==> src/rtl/pcsd_pkg.sv <==
// pcsd_pkg: types, character codes and the name table shared by the
// pattern code strip decoder. No dependencies.
`timescale 1ns / 1ps
`default_nettype none
package pcsd_pkg;

   localparam int DEF_MAX_STRIPS = 16;
   localparam int DEF_MAX_COLS   = 256;
   localparam int QUEUE_DEPTH    = 2;

   localparam logic [7:0] CH_UNDER = 8'h5F;
   localparam logic [7:0] CH_M     = 8'h6D;
   localparam logic [7:0] CH_P     = 8'h70;
   localparam logic [7:0] CH_Q     = 8'h71;
   localparam logic [7:0] CH_S     = 8'h73;
   localparam logic [7:0] CH_W     = 8'h77;
   localparam logic [7:0] CH_X     = 8'h78;
   localparam logic [7:0] CH_Y     = 8'h79;
   localparam logic [7:0] CH_Z     = 8'h7A;

   localparam logic [3:0] METH_LAST = 4'd9;

   localparam logic [1:0] PK_STILL  = 2'd0;
   localparam logic [1:0] PK_OSC    = 2'd1;
   localparam logic [1:0] PK_SHIP   = 2'd2;
   localparam logic [1:0] PK_METH   = 2'd3;

   localparam logic [1:0] RK_HEADER = 2'd0;
   localparam logic [1:0] RK_COLUMN = 2'd1;
   localparam logic [1:0] RK_SIZE   = 2'd2;
   localparam logic [1:0] RK_ERROR  = 2'd3;

   typedef enum logic [2:0] {
      HS_START,
      HS_X,
      HS_METH,
      HS_DIGITS,
      HS_BODY
   } hdr_state_type;

   typedef enum logic [1:0] {
      STEP_NONE,
      STEP_HEADER,
      STEP_COLUMN,
      STEP_ERROR
   } step_type;

   // classified character as it travels from front to back
   typedef struct packed {
      logic [7:0] ch;
      logic       last;
      logic       b36_ok;
      logic [5:0] b36_val;
   } tok_type;

   typedef struct packed {
      logic [1:0]  kind;
      logic [1:0]  pattern_kind;
      logic [15:0] header_number;
      logic [3:0]  strip;
      logic [7:0]  column;
      logic [4:0]  cells;
      logic [6:0]  grid_height;
      logic [8:0]  grid_width;
   } rsp_type;

   function automatic logic [7:0] meth_char(input logic [3:0] idx);
      logic [7:0] c;
      unique case (idx)
         4'd0:    c = 8'h6D; // m
         4'd1:    c = 8'h65; // e
         4'd2:    c = 8'h74; // t
         4'd3:    c = 8'h68; // h
         4'd4:    c = 8'h75; // u
         4'd5:    c = 8'h73; // s
         4'd6:    c = 8'h65; // e
         4'd7:    c = 8'h6C; // l
         4'd8:    c = 8'h61; // a
         4'd9:    c = 8'h68; // h
         default: c = 8'h00;
      endcase
      return c;
   endfunction

endpackage
`default_nettype wire

==> src/rtl/pcsd_if.sv <==
// pcsd_req_if / pcsd_rsp_if: valid/ready channels of the pattern code
// strip decoder. No dependencies.
`timescale 1ns / 1ps
`default_nettype none
interface pcsd_req_if;
   logic       valid;
   logic       ready;
   logic [7:0] ch;
   logic       last;
   modport source (output valid, ch, last, input ready);
   modport sink (input valid, ch, last, output ready);
   modport monitor (input valid, ready, ch, last);
endinterface

interface pcsd_rsp_if;
   logic        valid;
   logic        ready;
   logic [1:0]  kind;
   logic [1:0]  pattern_kind;
   logic [15:0] header_number;
   logic [3:0]  strip;
   logic [7:0]  column;
   logic [4:0]  cells;
   logic [6:0]  grid_height;
   logic [8:0]  grid_width;
   modport source (output valid, kind, pattern_kind, header_number, strip, column, cells,
                   grid_height, grid_width, input ready);
   modport sink (input valid, kind, pattern_kind, header_number, strip, column, cells,
                 grid_height, grid_width, output ready);
   modport monitor (input valid, ready, kind, pattern_kind, header_number, strip, column,
                    cells, grid_height, grid_width);
endinterface
`default_nettype wire

==> src/rtl/pcsd_front.sv <==
// pcsd_front: takes characters from the request channel and classifies them
// into tokens for the queue. Depends on pcsd_pkg and pcsd_if.
`timescale 1ns / 1ps
`default_nettype none
module pcsd_front
   import pcsd_pkg::*;
(
   pcsd_req_if.sink req_chan,
   input  wire logic    q_ready,
   output logic         q_push,
   output tok_type      q_tok
);

   always_comb begin
      q_tok.ch      = req_chan.ch;
      q_tok.last    = req_chan.last;
      q_tok.b36_ok  = 1'b0;
      q_tok.b36_val = 6'd0;
      if (req_chan.ch >= 8'h30 && req_chan.ch <= 8'h39) begin
         q_tok.b36_ok  = 1'b1;
         q_tok.b36_val = 6'(req_chan.ch - 8'h30);
      end else if (req_chan.ch >= 8'h61 && req_chan.ch <= 8'h7A) begin
         q_tok.b36_ok  = 1'b1;
         q_tok.b36_val = 6'(req_chan.ch - 8'h61 + 8'd10);
      end
   end

   assign req_chan.ready = q_ready;
   assign q_push         = req_chan.valid & q_ready;

endmodule
`default_nettype wire

==> src/rtl/pcsd_queue.sv <==
// pcsd_queue: short token queue between the front and back parts.
// Depends on pcsd_pkg.
`timescale 1ns / 1ps
`default_nettype none
module pcsd_queue
   import pcsd_pkg::*;
(
   input  wire logic    clock,
   input  wire logic    reset,
   input  wire logic    push,
   input  tok_type      push_tok,
   output logic         push_ready,
   input  wire logic    pop,
   output logic         pop_valid,
   output tok_type      pop_tok
);

   localparam int AW = (QUEUE_DEPTH > 1) ? $clog2(QUEUE_DEPTH) : 1;
   localparam int NW = $clog2(QUEUE_DEPTH + 1);
   localparam logic [AW-1:0] LAST_IDX = AW'(QUEUE_DEPTH - 1);
   localparam logic [NW-1:0] FULL_N   = NW'(QUEUE_DEPTH);

   tok_type         mem_ff [QUEUE_DEPTH];
   logic [AW-1:0]   wr_ptr_ff, wr_ptr_in;
   logic [AW-1:0]   rd_ptr_ff, rd_ptr_in;
   logic [NW-1:0]   count_ff, count_in;

   assign push_ready = (count_ff != FULL_N);
   assign pop_valid  = (count_ff != '0);
   assign pop_tok    = mem_ff[rd_ptr_ff];

   always_comb begin
      wr_ptr_in = wr_ptr_ff;
      rd_ptr_in = rd_ptr_ff;
      count_in  = count_ff;
      if (push) begin
         wr_ptr_in = (wr_ptr_ff == LAST_IDX) ? '0 : wr_ptr_ff + 1'b1;
      end
      if (pop) begin
         rd_ptr_in = (rd_ptr_ff == LAST_IDX) ? '0 : rd_ptr_ff + 1'b1;
      end
      if (push && !pop) begin
         count_in = count_ff + 1'b1;
      end else if (pop && !push) begin
         count_in = count_ff - 1'b1;
      end
   end

   always_ff @(posedge clock) begin
      if (reset) begin
         wr_ptr_ff <= '0;
         rd_ptr_ff <= '0;
         count_ff  <= '0;
      end else begin
         wr_ptr_ff <= wr_ptr_in;
         rd_ptr_ff <= rd_ptr_in;
         count_ff  <= count_in;
      end
   end

   always_ff @(posedge clock) begin
      if (push) begin
         mem_ff[wr_ptr_ff] <= push_tok;
      end
   end

endmodule
`default_nettype wire

==> src/rtl/pcsd_back.sv <==
// pcsd_back: header parser, strip/column tracker and result register.
// Depends on pcsd_pkg and pcsd_if.
`timescale 1ns / 1ps
`default_nettype none
module pcsd_back
   import pcsd_pkg::*;
#(
   parameter int MAX_STRIPS = DEF_MAX_STRIPS,
   parameter int MAX_COLS   = DEF_MAX_COLS
) (
   input  wire logic    clock,
   input  wire logic    reset,
   input  wire logic    q_valid,
   input  tok_type      q_tok,
   output logic         q_pop,
   pcsd_rsp_if.source   rsp_chan
);

   localparam int SW = $clog2(MAX_STRIPS + 1);
   localparam int CW = $clog2(MAX_COLS + 1);
   localparam logic [SW:0]   MAX_STRIPS_C = (SW + 1)'(MAX_STRIPS);
   localparam logic [CW-1:0] MAX_COLS_C   = CW'(MAX_COLS);
   localparam logic [CW+5:0] MAX_COLS_S   = (CW + 6)'(MAX_COLS);

   hdr_state_type  state_ff, state_in;
   logic [3:0]     meth_idx_ff, meth_idx_in;
   logic [1:0]     kind_reg_ff, kind_reg_in;
   logic [15:0]    number_ff, number_in;
   logic           digits_done_ff, digits_done_in;
   logic           esc_ff, esc_in;
   logic [SW-1:0]  strip_ff, strip_in;
   logic [CW-1:0]  col_ff, col_in;
   logic [CW-1:0]  maxw_ff, maxw_in;
   logic           error_ff, error_in;

   rsp_type        rsp_ff, rsp_in;
   logic           rsp_valid_ff, rsp_valid_in;

   logic           can_take;
   logic [19:0]    num_x10;

   assign can_take = !rsp_valid_ff || rsp_chan.ready;
   assign q_pop    = q_valid && can_take;
   assign num_x10  = ({4'd0, number_ff} << 3) + ({4'd0, number_ff} << 1)
                   + {16'd0, q_tok.b36_val[3:0]};

   always_comb begin
      step_type      r;
      logic          is_digit;
      logic          do_skip;
      logic [5:0]    skip_n;
      logic [CW+5:0] skip_sum;
      logic [SW:0]   strip_inc;
      logic [CW-1:0] col_out;
      logic [SW+3:0] sp1;
      logic          have_res;
      rsp_type       res;

      state_in       = state_ff;
      meth_idx_in    = meth_idx_ff;
      kind_reg_in    = kind_reg_ff;
      number_in      = number_ff;
      digits_done_in = digits_done_ff;
      esc_in         = esc_ff;
      strip_in       = strip_ff;
      col_in         = col_ff;
      maxw_in        = maxw_ff;
      error_in       = error_ff;
      r              = STEP_NONE;
      is_digit       = q_tok.b36_ok && (q_tok.b36_val < 6'd10);
      do_skip        = 1'b0;
      skip_n         = 6'd0;
      skip_sum       = '0;
      strip_inc      = {1'b0, strip_ff} + 1'b1;
      col_out        = col_ff;
      have_res       = 1'b0;
      res            = '0;

      unique case (state_ff)
         HS_START: begin
            if (q_tok.ch == CH_X) begin
               state_in = HS_X;
            end else if (q_tok.ch == CH_M) begin
               state_in    = HS_METH;
               meth_idx_in = 4'd1;
            end else begin
               r = STEP_ERROR;
            end
         end
         HS_X: begin
            state_in = HS_DIGITS;
            if (q_tok.ch == CH_S) begin
               kind_reg_in = PK_STILL;
            end else if (q_tok.ch == CH_P) begin
               kind_reg_in = PK_OSC;
            end else if (q_tok.ch == CH_Q) begin
               kind_reg_in = PK_SHIP;
            end else begin
               r = STEP_ERROR;
            end
         end
         HS_METH: begin
            if (q_tok.ch != meth_char(meth_idx_ff)) begin
               r = STEP_ERROR;
            end else if (meth_idx_ff == METH_LAST) begin
               kind_reg_in = PK_METH;
               state_in    = HS_DIGITS;
            end else begin
               meth_idx_in = meth_idx_ff + 1'b1;
            end
         end
         HS_DIGITS: begin
            if (is_digit) begin
               number_in      = (num_x10 > 20'd65535) ? 16'hFFFF : num_x10[15:0];
               digits_done_in = 1'b1;
            end else if (q_tok.ch == CH_UNDER && digits_done_ff) begin
               state_in = HS_BODY;
               r        = STEP_HEADER;
            end else begin
               r = STEP_ERROR;
            end
         end
         HS_BODY: begin
            if (esc_ff) begin
               esc_in = 1'b0;
               if (!q_tok.b36_ok) begin
                  r = STEP_ERROR;
               end else begin
                  do_skip = 1'b1;
                  skip_n  = q_tok.b36_val + 6'd4;
               end
            end else if (q_tok.b36_ok && q_tok.b36_val < 6'd32) begin
               if (col_ff >= MAX_COLS_C) begin
                  r = STEP_ERROR;
               end else begin
                  r      = STEP_COLUMN;
                  col_in = col_ff + 1'b1;
                  if (col_in > maxw_ff) begin
                     maxw_in = col_in;
                  end
               end
            end else if (q_tok.ch == CH_W) begin
               do_skip = 1'b1;
               skip_n  = 6'd2;
            end else if (q_tok.ch == CH_X) begin
               do_skip = 1'b1;
               skip_n  = 6'd3;
            end else if (q_tok.ch == CH_Y) begin
               esc_in = 1'b1;
            end else if (q_tok.ch == CH_Z) begin
               if (strip_inc >= MAX_STRIPS_C) begin
                  r = STEP_ERROR;
               end else begin
                  strip_in = SW'(strip_inc);
                  col_in   = '0;
               end
            end else begin
               r = STEP_ERROR;
            end
         end
         default: r = STEP_ERROR;
      endcase

      if (do_skip) begin
         skip_sum = {6'd0, col_ff} + {{CW{1'b0}}, skip_n};
         if (skip_sum > MAX_COLS_S) begin
            r = STEP_ERROR;
         end else begin
            col_in = CW'(skip_sum);
            if (col_in > maxw_ff) begin
               maxw_in = col_in;
            end
         end
      end

      sp1 = (SW + 4)'(strip_in) + 1'b1;

      priority if (error_ff) begin
         have_res = q_tok.last;
         res.kind = RK_ERROR;
         error_in = !q_tok.last;
      end else if (r == STEP_ERROR) begin
         have_res = 1'b1;
         res.kind = RK_ERROR;
         error_in = !q_tok.last;
      end else if (q_tok.last) begin
         have_res = 1'b1;
         if (state_in != HS_BODY || esc_in) begin
            res.kind = RK_ERROR;
         end else begin
            res.kind          = RK_SIZE;
            res.pattern_kind  = kind_reg_in;
            res.header_number = number_in;
            res.strip         = 4'(strip_in);
            res.column        = (r == STEP_COLUMN) ? 8'(col_out) : 8'(col_in);
            res.cells         = (r == STEP_COLUMN) ? q_tok.b36_val[4:0] : 5'd0;
            res.grid_height   = 7'((sp1 << 2) + sp1);
            res.grid_width    = 9'(maxw_in);
         end
      end else if (r == STEP_HEADER) begin
         have_res          = 1'b1;
         res.kind          = RK_HEADER;
         res.pattern_kind  = kind_reg_in;
         res.header_number = number_in;
      end else if (r == STEP_COLUMN) begin
         have_res          = 1'b1;
         res.kind          = RK_COLUMN;
         res.pattern_kind  = kind_reg_in;
         res.header_number = number_in;
         res.strip         = 4'(strip_in);
         res.column        = 8'(col_out);
         res.cells         = q_tok.b36_val[4:0];
      end else begin
         have_res = 1'b0;
      end

      // end of code (or of a failed one): back to start
      if (q_tok.last) begin
         state_in       = HS_START;
         meth_idx_in    = 4'd0;
         kind_reg_in    = 2'd0;
         number_in      = 16'd0;
         digits_done_in = 1'b0;
         esc_in         = 1'b0;
         strip_in       = '0;
         col_in         = '0;
         maxw_in        = '0;
         error_in       = 1'b0;
      end

      rsp_in       = rsp_ff;
      rsp_valid_in = rsp_valid_ff;
      if (can_take) begin
         rsp_valid_in = q_pop && have_res;
         if (q_pop && have_res) begin
            rsp_in = res;
         end
      end
   end

   always_ff @(posedge clock) begin
      if (reset) begin
         state_ff       <= HS_START;
         meth_idx_ff    <= 4'd0;
         kind_reg_ff    <= 2'd0;
         number_ff      <= 16'd0;
         digits_done_ff <= 1'b0;
         esc_ff         <= 1'b0;
         strip_ff       <= '0;
         col_ff         <= '0;
         maxw_ff        <= '0;
         error_ff       <= 1'b0;
         rsp_valid_ff   <= 1'b0;
      end else begin
         if (q_pop) begin
            state_ff       <= state_in;
            meth_idx_ff    <= meth_idx_in;
            kind_reg_ff    <= kind_reg_in;
            number_ff      <= number_in;
            digits_done_ff <= digits_done_in;
            esc_ff         <= esc_in;
            strip_ff       <= strip_in;
            col_ff         <= col_in;
            maxw_ff        <= maxw_in;
            error_ff       <= error_in;
         end
         rsp_valid_ff <= rsp_valid_in;
      end
   end

   always_ff @(posedge clock) begin
      rsp_ff <= rsp_in;
   end

   assign rsp_chan.valid         = rsp_valid_ff;
   assign rsp_chan.kind          = rsp_ff.kind;
   assign rsp_chan.pattern_kind  = rsp_ff.pattern_kind;
   assign rsp_chan.header_number = rsp_ff.header_number;
   assign rsp_chan.strip         = rsp_ff.strip;
   assign rsp_chan.column        = rsp_ff.column;
   assign rsp_chan.cells         = rsp_ff.cells;
   assign rsp_chan.grid_height   = rsp_ff.grid_height;
   assign rsp_chan.grid_width    = rsp_ff.grid_width;

endmodule
`default_nettype wire

==> src/rtl/pattern_code_strip_decoder.sv <==
// pattern_code_strip_decoder: top level; front classifier, token queue and
// back-end decoder. Depends on pcsd_pkg, pcsd_if, pcsd_front, pcsd_queue, pcsd_back.
//
//  channel   dir  handshake      payload
//  req_chan  in   valid/ready    ch[7:0], last
//  rsp_chan  out  valid/ready    kind, pattern_kind, header_number, strip,
//                                column, cells, grid_height, grid_width
//
// One character per cycle sustained while rsp_chan is not stalled; from accept to result a character
// passes the queue entry, then the result register written by the back-end decode.
// The back-end state update is the loop that sets this rate.
// Synchronous reset clears the queue, the decoder state and the result valid flag.
// A stalled result holds the back end; the two-entry queue then fills and
// req_chan.ready drops. req_chan.ready never depends on rsp_chan.ready in the same cycle.
`timescale 1ns / 1ps
`default_nettype none
module pattern_code_strip_decoder
   import pcsd_pkg::*;
#(
   parameter int MAX_STRIPS = DEF_MAX_STRIPS,
   parameter int MAX_COLS   = DEF_MAX_COLS
) (
   input  wire logic  clock,
   input  wire logic  reset,
   pcsd_req_if.sink   req_chan,
   pcsd_rsp_if.source rsp_chan
);

   logic    q_push, q_ready, q_pop, q_valid;
   tok_type push_tok, pop_tok;

   pcsd_front u_front (
      .req_chan (req_chan),
      .q_ready  (q_ready),
      .q_push   (q_push),
      .q_tok    (push_tok)
   );

   pcsd_queue u_queue (
      .clock      (clock),
      .reset      (reset),
      .push       (q_push),
      .push_tok   (push_tok),
      .push_ready (q_ready),
      .pop        (q_pop),
      .pop_valid  (q_valid),
      .pop_tok    (pop_tok)
   );

   pcsd_back #(
      .MAX_STRIPS (MAX_STRIPS),
      .MAX_COLS   (MAX_COLS)
   ) u_back (
      .clock    (clock),
      .reset    (reset),
      .q_valid  (q_valid),
      .q_tok    (pop_tok),
      .q_pop    (q_pop),
      .rsp_chan (rsp_chan)
   );

endmodule
`default_nettype wire

==> src/flat_wrapper.sv <==
// flat-port wrapper written by rule: the top's interface ports become plain ports
module pattern_code_strip_decoder_flat import pcsd_pkg::*;
#(
   parameter int MAX_STRIPS = DEF_MAX_STRIPS,
   parameter int MAX_COLS   = DEF_MAX_COLS
)
  (clock, reset, req_chan_valid, req_chan_ch, req_chan_last, req_chan_ready, rsp_chan_valid, rsp_chan_kind, rsp_chan_pattern_kind, rsp_chan_header_number, rsp_chan_strip, rsp_chan_column, rsp_chan_cells, rsp_chan_grid_height, rsp_chan_grid_width, rsp_chan_ready);
  pcsd_req_if req_chan_i ();
  pcsd_rsp_if rsp_chan_i ();
  input  wire logic clock;
  input  wire logic reset;
  input wire logic [$bits(req_chan_i.valid)-1:0] req_chan_valid;
  input wire logic [$bits(req_chan_i.ch)-1:0] req_chan_ch;
  input wire logic [$bits(req_chan_i.last)-1:0] req_chan_last;
  output wire logic [$bits(req_chan_i.ready)-1:0] req_chan_ready;
  output wire logic [$bits(rsp_chan_i.valid)-1:0] rsp_chan_valid;
  output wire logic [$bits(rsp_chan_i.kind)-1:0] rsp_chan_kind;
  output wire logic [$bits(rsp_chan_i.pattern_kind)-1:0] rsp_chan_pattern_kind;
  output wire logic [$bits(rsp_chan_i.header_number)-1:0] rsp_chan_header_number;
  output wire logic [$bits(rsp_chan_i.strip)-1:0] rsp_chan_strip;
  output wire logic [$bits(rsp_chan_i.column)-1:0] rsp_chan_column;
  output wire logic [$bits(rsp_chan_i.cells)-1:0] rsp_chan_cells;
  output wire logic [$bits(rsp_chan_i.grid_height)-1:0] rsp_chan_grid_height;
  output wire logic [$bits(rsp_chan_i.grid_width)-1:0] rsp_chan_grid_width;
  input wire logic [$bits(rsp_chan_i.ready)-1:0] rsp_chan_ready;
  assign req_chan_i.valid = req_chan_valid;
  assign req_chan_i.ch = req_chan_ch;
  assign req_chan_i.last = req_chan_last;
  assign req_chan_ready = req_chan_i.ready;
  assign rsp_chan_valid = rsp_chan_i.valid;
  assign rsp_chan_kind = rsp_chan_i.kind;
  assign rsp_chan_pattern_kind = rsp_chan_i.pattern_kind;
  assign rsp_chan_header_number = rsp_chan_i.header_number;
  assign rsp_chan_strip = rsp_chan_i.strip;
  assign rsp_chan_column = rsp_chan_i.column;
  assign rsp_chan_cells = rsp_chan_i.cells;
  assign rsp_chan_grid_height = rsp_chan_i.grid_height;
  assign rsp_chan_grid_width = rsp_chan_i.grid_width;
  assign rsp_chan_i.ready = rsp_chan_ready;
  pattern_code_strip_decoder #(.MAX_STRIPS(MAX_STRIPS), .MAX_COLS(MAX_COLS)) u_core (.clock(clock), .reset(reset), .req_chan(req_chan_i), .rsp_chan(rsp_chan_i));
endmodule
==> config.mk <==
export PLATFORM = sky130hd
export DESIGN_NAME = pattern_code_strip_decoder_flat
export DESIGN_NICKNAME = d
export VERILOG_FILES = /design/src/rtl/pcsd_pkg.sv /design/src/rtl/pcsd_if.sv /design/src/rtl/pcsd_front.sv /design/src/rtl/pcsd_queue.sv /design/src/rtl/pcsd_back.sv /design/src/rtl/pattern_code_strip_decoder.sv /design/src/flat_wrapper.sv
export SDC_FILE = /design/constraint.sdc
export NUM_CORES = 1
export LEC_CHECK = 0
export BUFFER_PORTS_ARGS = -buffer_cell sky130_fd_sc_hd__buf_2
export CORE_ASPECT_RATIO = 0.7
export CORE_UTILIZATION = 30
export CTS_CLUSTER_DIAMETER = 30
export DETAILED_ROUTE_END_ITERATION = 10
export GPL_ROUTABILITY_DRIVEN = 0
export PLACE_DENSITY = 0.57
export RECOVER_POWER = 100
export SYNTH_ARGS = -nofsm -noshare
export SYNTH_HDL_FRONTEND = slang
export SYNTH_SLANG_ARGS = --single-unit
==> constraint.sdc <==
create_clock -name clock -period 10.2 [get_ports clock]
set_input_delay 1.02 -clock clock [delete_from_list [all_inputs] [get_ports clock]]
set_output_delay 1.02 -clock clock [all_outputs]
set_load 0.02 [all_outputs]
==> impl_results.html <==
<table>
<tr><th>Metric</th><th>Value</th></tr>
<tr><th colspan="2">Clocking</th></tr>
<tr><td>Number of buffers between clock root and the deepest sink</td><td>2</td></tr>
<tr><td>Post-cts sizing count</td><td>0</td></tr>
<tr><td>Clk slew on worst S/H paths</td><td>0.06 ns</td></tr>
<tr><td># hold bufs at CTS</td><td>0</td></tr>
<tr><td>Root Buffer</td><td>sky130_fd_sc_hd__clkbuf_16</td></tr>
<tr><td>Number of setup buffers added after CTS</td><td>0</td></tr>
<tr><td>Clock sink total</td><td>148</td></tr>
<tr><td>CTS HTree Levels</td><td>4</td></tr>
<tr><td>Clock latency reported for the late side of the worst-skew pair</td><td>between 0.4 and 0.5 ns</td></tr>
<tr><td>CTS tree</td><td>done</td></tr>
<tr><td>Number of CTS-inserted buffers</td><td>17</td></tr>
<tr><th colspan="2">Synth</th></tr>
<tr><td>Post-synthesis cell type count</td><td>79</td></tr>
<tr><td>Adder-Cell Fraction of Synth Area</td><td>11.4%</td></tr>
<tr><td>Mapped Cells</td><td>1062</td></tr>
<tr><td>Proportion of register bits with asynchronous set or reset after synthesis</td><td>0%</td></tr>
<tr><td>Net count after synthesis</td><td>1160</td></tr>
<tr><td>Cell types with the largest area share after synthesis</td><td>sky130_fd_sc_hd__edfxtp_1, sky130_fd_sc_hd__dfxtp_1, sky130_fd_sc_hd__ha_1</td></tr>
<tr><td>Dominant combinational cell family by area after synthesis</td><td>compound AO/OA/AOI/OAI gates</td></tr>
<tr><td>Synthesized-area fraction occupied by and/or/nand/nor cells</td><td>a little under a fifth</td></tr>
<tr><td>Synthesized area divided by synthesized cell count</td><td>9.07 um^2</td></tr>
<tr><td>Most common flop cell mapped by yosys</td><td>sky130_fd_sc_hd__edfxtp_1</td></tr>
<tr><td>Area fraction of the dominant cell type after synthesis</td><td>approximately a quarter</td></tr>
<tr><td>XOR/XNOR Fraction of Synth Area</td><td>under 10%</td></tr>
<tr><td>Yosys warning total</td><td>0</td></tr>
<tr><td>Fraction of the yosys area taken by sequential cells</td><td>between 30 and 40%</td></tr>
<tr><td>Largest area contributor in the netlist</td><td>sky130_fd_sc_hd__edfxtp_1</td></tr>
<tr><td>Post-synthesis compound-gate area fraction</td><td>18.5%</td></tr>
<tr><td>Number of enable-type register cells in the synthesized netlist</td><td>85</td></tr>
<tr><td>Flop and latch count out of synthesis</td><td>148</td></tr>
<tr><td>Share of cell area taken by muxes after synthesis</td><td>about 3.5%</td></tr>
<tr><td>Synth Cell Area</td><td>~9600 um^2</td></tr>
<tr><th colspan="2">Finish</th></tr>
<tr><td>Total number of nets in the final design</td><td>1214</td></tr>
<tr><td>Final core area utilization</td><td>between 30% and 40%</td></tr>
<tr><td>Layout overhead on the synthesized area</td><td>12.1%</td></tr>
<tr><td>Antenna diode count</td><td>0</td></tr>
<tr><td>Fraction of final layout cells sized beyond drive strength 1</td><td>4.52%</td></tr>
<tr><th colspan="2">Detailed routing</th></tr>
<tr><td>Vias per std cell</td><td>5.10</td></tr>
<tr><td>Drt initial violations</td><td>507</td></tr>
<tr><td>Total length of routed wires</td><td>25.7 mm</td></tr>
<tr><td>Number of vias in the routed layout</td><td>slightly below 8000</td></tr>
<tr><td>Routed wirelength normalized by instance count</td><td>around 17 um</td></tr>
<tr><td>Remaining routing DRC violations</td><td>0</td></tr>
<tr><td>Total iterations of the first detailed-routing run</td><td>5</td></tr>
<tr><td>Final antenna-violating net count</td><td>0</td></tr>
<tr><th colspan="2">STA</th></tr>
<tr><td>Setup violations, final</td><td>0</td></tr>
<tr><td>Transition at the pin with the smallest max-transition slack</td><td>1.80 ns</td></tr>
<tr><td>Worst hold slack across all endpoints</td><td>about 0.46 ns</td></tr>
<tr><td>RSZ-0062 raised after global routing</td><td>false</td></tr>
<tr><td>Final-layout setup total negative slack</td><td>0 ns</td></tr>
<tr><td>Number of hold violations in the final report</td><td>0</td></tr>
<tr><td>Slew Viols, Final</td><td>80</td></tr>
<tr><td>Shortest period the worst path allows</td><td>7.84 ns</td></tr>
<tr><td>Rel. slew slack</td><td>-20.3%</td></tr>
<tr><td>Crit share post-route</td><td>76.8%</td></tr>
<tr><td>Maximum clock skew at final layout</td><td>about 0.012 ns</td></tr>
<tr><td>Maximum frequency from static timing analysis</td><td>128 MHz</td></tr>
<tr><th colspan="2">Setup path</th></tr>
<tr><td>Critical Path Sink Type</td><td>flip-flop</td></tr>
<tr><td>WP data arrival</td><td>between 8 and 9 ns</td></tr>
<tr><td>Max FO, Critical Path</td><td>37</td></tr>
<tr><td>Startpoint kind of the worst setup timing path</td><td>flip-flop</td></tr>
<tr><td>Cell class contributing the biggest share of worst-path delay</td><td>simple AND/OR/NAND/NOR gates</td></tr>
<tr><td>Critical path's slowest cell</td><td>sky130_fd_sc_hd__clkbuf_1</td></tr>
<tr><td>Setup Crit Path Kind</td><td>reg -&gt; reg</td></tr>
<tr><td>Total buffers and inverters traversed by the critical path</td><td>2</td></tr>
<tr><td>Critical path's largest stage delay</td><td>1.12 ns</td></tr>
<tr><td>Series of cell instances along the critical path</td><td>clkbuf_1 -&gt; nand3_1 -&gt; a22oi_1 -&gt; a22oi_1 -&gt; or3_1 -&gt; a21oi_1 -&gt; and2_0 -&gt; inv_1 -&gt; fa_1 -&gt; nor2b_1 -&gt; o31ai_1 -&gt; a211oi_1 -&gt; nand4_1 -&gt; nor3_1 -&gt; o22ai_1 -&gt; a21oi_1 -&gt; nand3_1 -&gt; ha_1 -&gt; or4_1 -&gt; o21ai_2 -&gt; o21ai_0 -&gt; nor2_1</td></tr>
<tr><td>Worst endpoint required time</td><td>10.49 ns</td></tr>
<tr><th colspan="2">Outcome</th></tr>
<tr><td>Violated checks</td><td>max-capacitance violations, max-slew violations</td></tr>
<tr><td>Result of the run</td><td>complete, but fails checks</td></tr>
<tr><th colspan="2">Global route</th></tr>
<tr><td>Global-route congestion overflow total</td><td>0</td></tr>
<tr><td>Vias in the first global route</td><td>7411</td></tr>
<tr><td>Total global-route track usage</td><td>15.8%</td></tr>
<tr><td>Number of antenna violations at the first check in global routing</td><td>0</td></tr>
<tr><td>Largest net degree at the start of global routing</td><td>38</td></tr>
<tr><td>First-pass GRT wire length</td><td>41.0 mm</td></tr>
<tr><th colspan="2">Die</th></tr>
<tr><td>Die width</td><td>216 um</td></tr>
<tr><td>Number of primary I/O pins</td><td>68</td></tr>
<tr><td>Num rows</td><td>54</td></tr>
<tr><td>Initial Utilization</td><td>30.7%</td></tr>
<tr><td>Area inside the core boundary</td><td>31400 um^2</td></tr>
<tr><td>Die outline height</td><td>152 um</td></tr>
<tr><td>Die Area</td><td>between 30000 and 40000 um^2</td></tr>
<tr><th colspan="2">Hold path</th></tr>
<tr><td>Type of the most critical hold path</td><td>reg -&gt; reg</td></tr>
<tr><th colspan="2">Run</th></tr>
<tr><td>Number of maximum-capacitance constraint violations</td><td>4</td></tr>
<tr><th colspan="2">Power and ir drop</th></tr>
<tr><td>Maximum vdd ir drop</td><td>0.129 mV</td></tr>
<tr><td>Power per cell area</td><td>202 nW/um^2</td></tr>
<tr><td>LEAKAGE</td><td>0.00415 uW</td></tr>
<tr><th colspan="2">Placement</th></tr>
<tr><td>Number of buffer cells added on primary ports</td><td>67</td></tr>
<tr><td>Post-DP HPWL</td><td>approximately 19 mm</td></tr>
</table>
[metrics by stage]
stage               instance area (um^2)  power, uW  setup WS, ns  std cells
floorplan                           9630       1370          2.78       1062
detailed placement                 10400       1630          3.37       1517
finish                             10800       2190          2.36       1549
global placement                   10400       1630          3.67       1517
global route                       10800       2320          1.63       1549
CTS                                11000       2250          3.35       1549
[worst min-delay path, stage by stage (launching register included)]
cell	delay (ns)
sky130_fd_sc_hd__dfxtp_1	0.33
sky130_fd_sc_hd__nand2_1	0.04
sky130_fd_sc_hd__o21ai_0	0.06
[metal layers]
metal	wire [um]	part of all wire [%]	vias to the layer above	GRT usage, %
met5	0	0	-	0
met4	195	0.76	0	3.22
met3	1350	5.3	16	3.46
met2	10500	41	191	22.8
met1	13700	53	3752	23.9
li1	-	-	3945	-
[kinds of logic (layout without fill, tap and decap cells)]
kind of cell / after synthesis / after routing
and+or+nand+nor: 366 / 366
AOI/OAI and AO/OA: 275 / 275
DFF: 148 / 148
buffers and inverters: 104 / 171
adders and majority gates: 85 / 85
xor gates and xnor gates: 51 / 51
muxes: 33 / 33
[power by group]
| group | total (uW) | switching, uW | internal, uW |
|---|---|---|---|
| Clock | 612 | 249 | 363 |
| Combinational | 687 | 516 | 171 |
| Sequential | 887 | 67.0 | 820 |
| Total | 2190 | 833 | 1350 |
[layout make-up]
type	count	area, um^2
inverters	63	236
repair buffers	76	300
well taps	420	526
fillers	3272	20500
multi-input cells	810	5360
clock inverters	7	68.8
clock buffers	25	497
flip-flops and latches	148	3810
[cell usage after synthesis (17+ instances only)]
library cell	number
sky130_fd_sc_hd__xnor2_1	37
sky130_fd_sc_hd__nand2_1	80
sky130_fd_sc_hd__mux2i_1	27
sky130_fd_sc_hd__o21ai_0	89
sky130_fd_sc_hd__a211oi_1	19
sky130_fd_sc_hd__edfxtp_1	85
sky130_fd_sc_hd__nand3_1	17
sky130_fd_sc_hd__nor2_1	152
sky130_fd_sc_hd__dfxtp_1	63
sky130_fd_sc_hd__inv_1	62
sky130_fd_sc_hd__a21oi_1	56
sky130_fd_sc_hd__clkbuf_1	29
sky130_fd_sc_hd__ha_1	81
[registers in the layout, indices dropped and copies added, names as in the netlist, named ones only]
register	cells
u_core.u_queue.mem_ff	32
u_core.u_back.number_ff	16
u_core.u_back.rsp_chan.header_number	16
u_core.u_back.col_ff	9
u_core.u_back.maxw_ff	9
u_core.u_back.rsp_chan.grid_width	9
u_core.u_back.rsp_chan.column	8
u_core.u_back.rsp_chan.grid_height	7
u_core.u_back.rsp_chan.cells	5
u_core.u_back.strip_ff	5
u_core.u_back.meth_idx_ff	4
u_core.u_back.rsp_chan.strip	4
u_core.u_back.state_ff	3
u_core.u_back.kind_reg_ff	2
u_core.u_back.rsp_chan.kind	2
u_core.u_back.rsp_chan.pattern_kind	2
u_core.u_queue.count_ff	2
u_core.u_back.digits_done_ff	1
u_core.u_back.error_ff	1
u_core.u_back.esc_ff	1
u_core.u_back.rsp_chan.valid	1
u_core.u_queue.rd_ptr_ff	1
u_core.u_queue.wr_ptr_ff	1
[cells in the final DEF (no fill, tap or decap), types with 4 or more instances in the layout]
cell type	synthesis	layout
sky130_fd_sc_hd__mux2_2	6	6
sky130_fd_sc_hd__nor2b_1	15	15
sky130_fd_sc_hd__nand4_1	6	6
sky130_fd_sc_hd__o21ai_0	89	90
sky130_fd_sc_hd__and3_1	14	14
sky130_fd_sc_hd__o21a_1	9	9
sky130_fd_sc_hd__a22oi_1	4	6
sky130_fd_sc_hd__nand2b_1	11	11
sky130_fd_sc_hd__a31oi_1	9	9
sky130_fd_sc_hd__xor2_1	14	14
sky130_fd_sc_hd__o221ai_1	3	4
sky130_fd_sc_hd__nand3b_1	9	9
sky130_fd_sc_hd__mux2i_1	27	27
sky130_fd_sc_hd__nor3b_1	5	5
sky130_fd_sc_hd__o31ai_1	7	7
sky130_fd_sc_hd__dfxtp_1	63	63
sky130_fd_sc_hd__nor3_1	15	15
sky130_fd_sc_hd__a21o_1	14	14
sky130_fd_sc_hd__clkbuf_1	29	75
sky130_fd_sc_hd__nand3_1	17	17
sky130_fd_sc_hd__inv_1	62	62
sky130_fd_sc_hd__nand2_1	80	80
sky130_fd_sc_hd__fa_1	4	4
sky130_fd_sc_hd__or3_1	7	8
sky130_fd_sc_hd__a211oi_1	19	19
sky130_fd_sc_hd__xnor2_1	37	37
sky130_fd_sc_hd__and2_1	11	9
sky130_fd_sc_hd__ha_1	81	81
sky130_fd_sc_hd__o22ai_1	15	15
sky130_fd_sc_hd__a21oi_1	56	56
sky130_fd_sc_hd__edfxtp_1	85	85
sky130_fd_sc_hd__clkbuf_16	0	18
sky130_fd_sc_hd__o211ai_1	5	5
sky130_fd_sc_hd__nor2_1	152	152
[path summary, 6_finish.rpt]
| kind | startpoint | to | slack, ns | depth (start not counted) |
|---|---|---|---|---|
| hold reg to reg | u_core.u_back.maxw_ff[2] | u_core.u_back.maxw_ff[2] | 0.46 | 2 |
| setup reg to reg | flip-flop | u_core.u_back.rsp_chan.header_number[9] | 2.36 | 22 |
| setup / recovery | flip-flop | u_core.u_back.rsp_chan.header_number[9] | 2.36 | 22 |
| hold / removal | u_core.u_back.maxw_ff[2] | u_core.u_back.maxw_ff[2] | 0.46 | 2 |
Power figures use the tool's default switching activity.
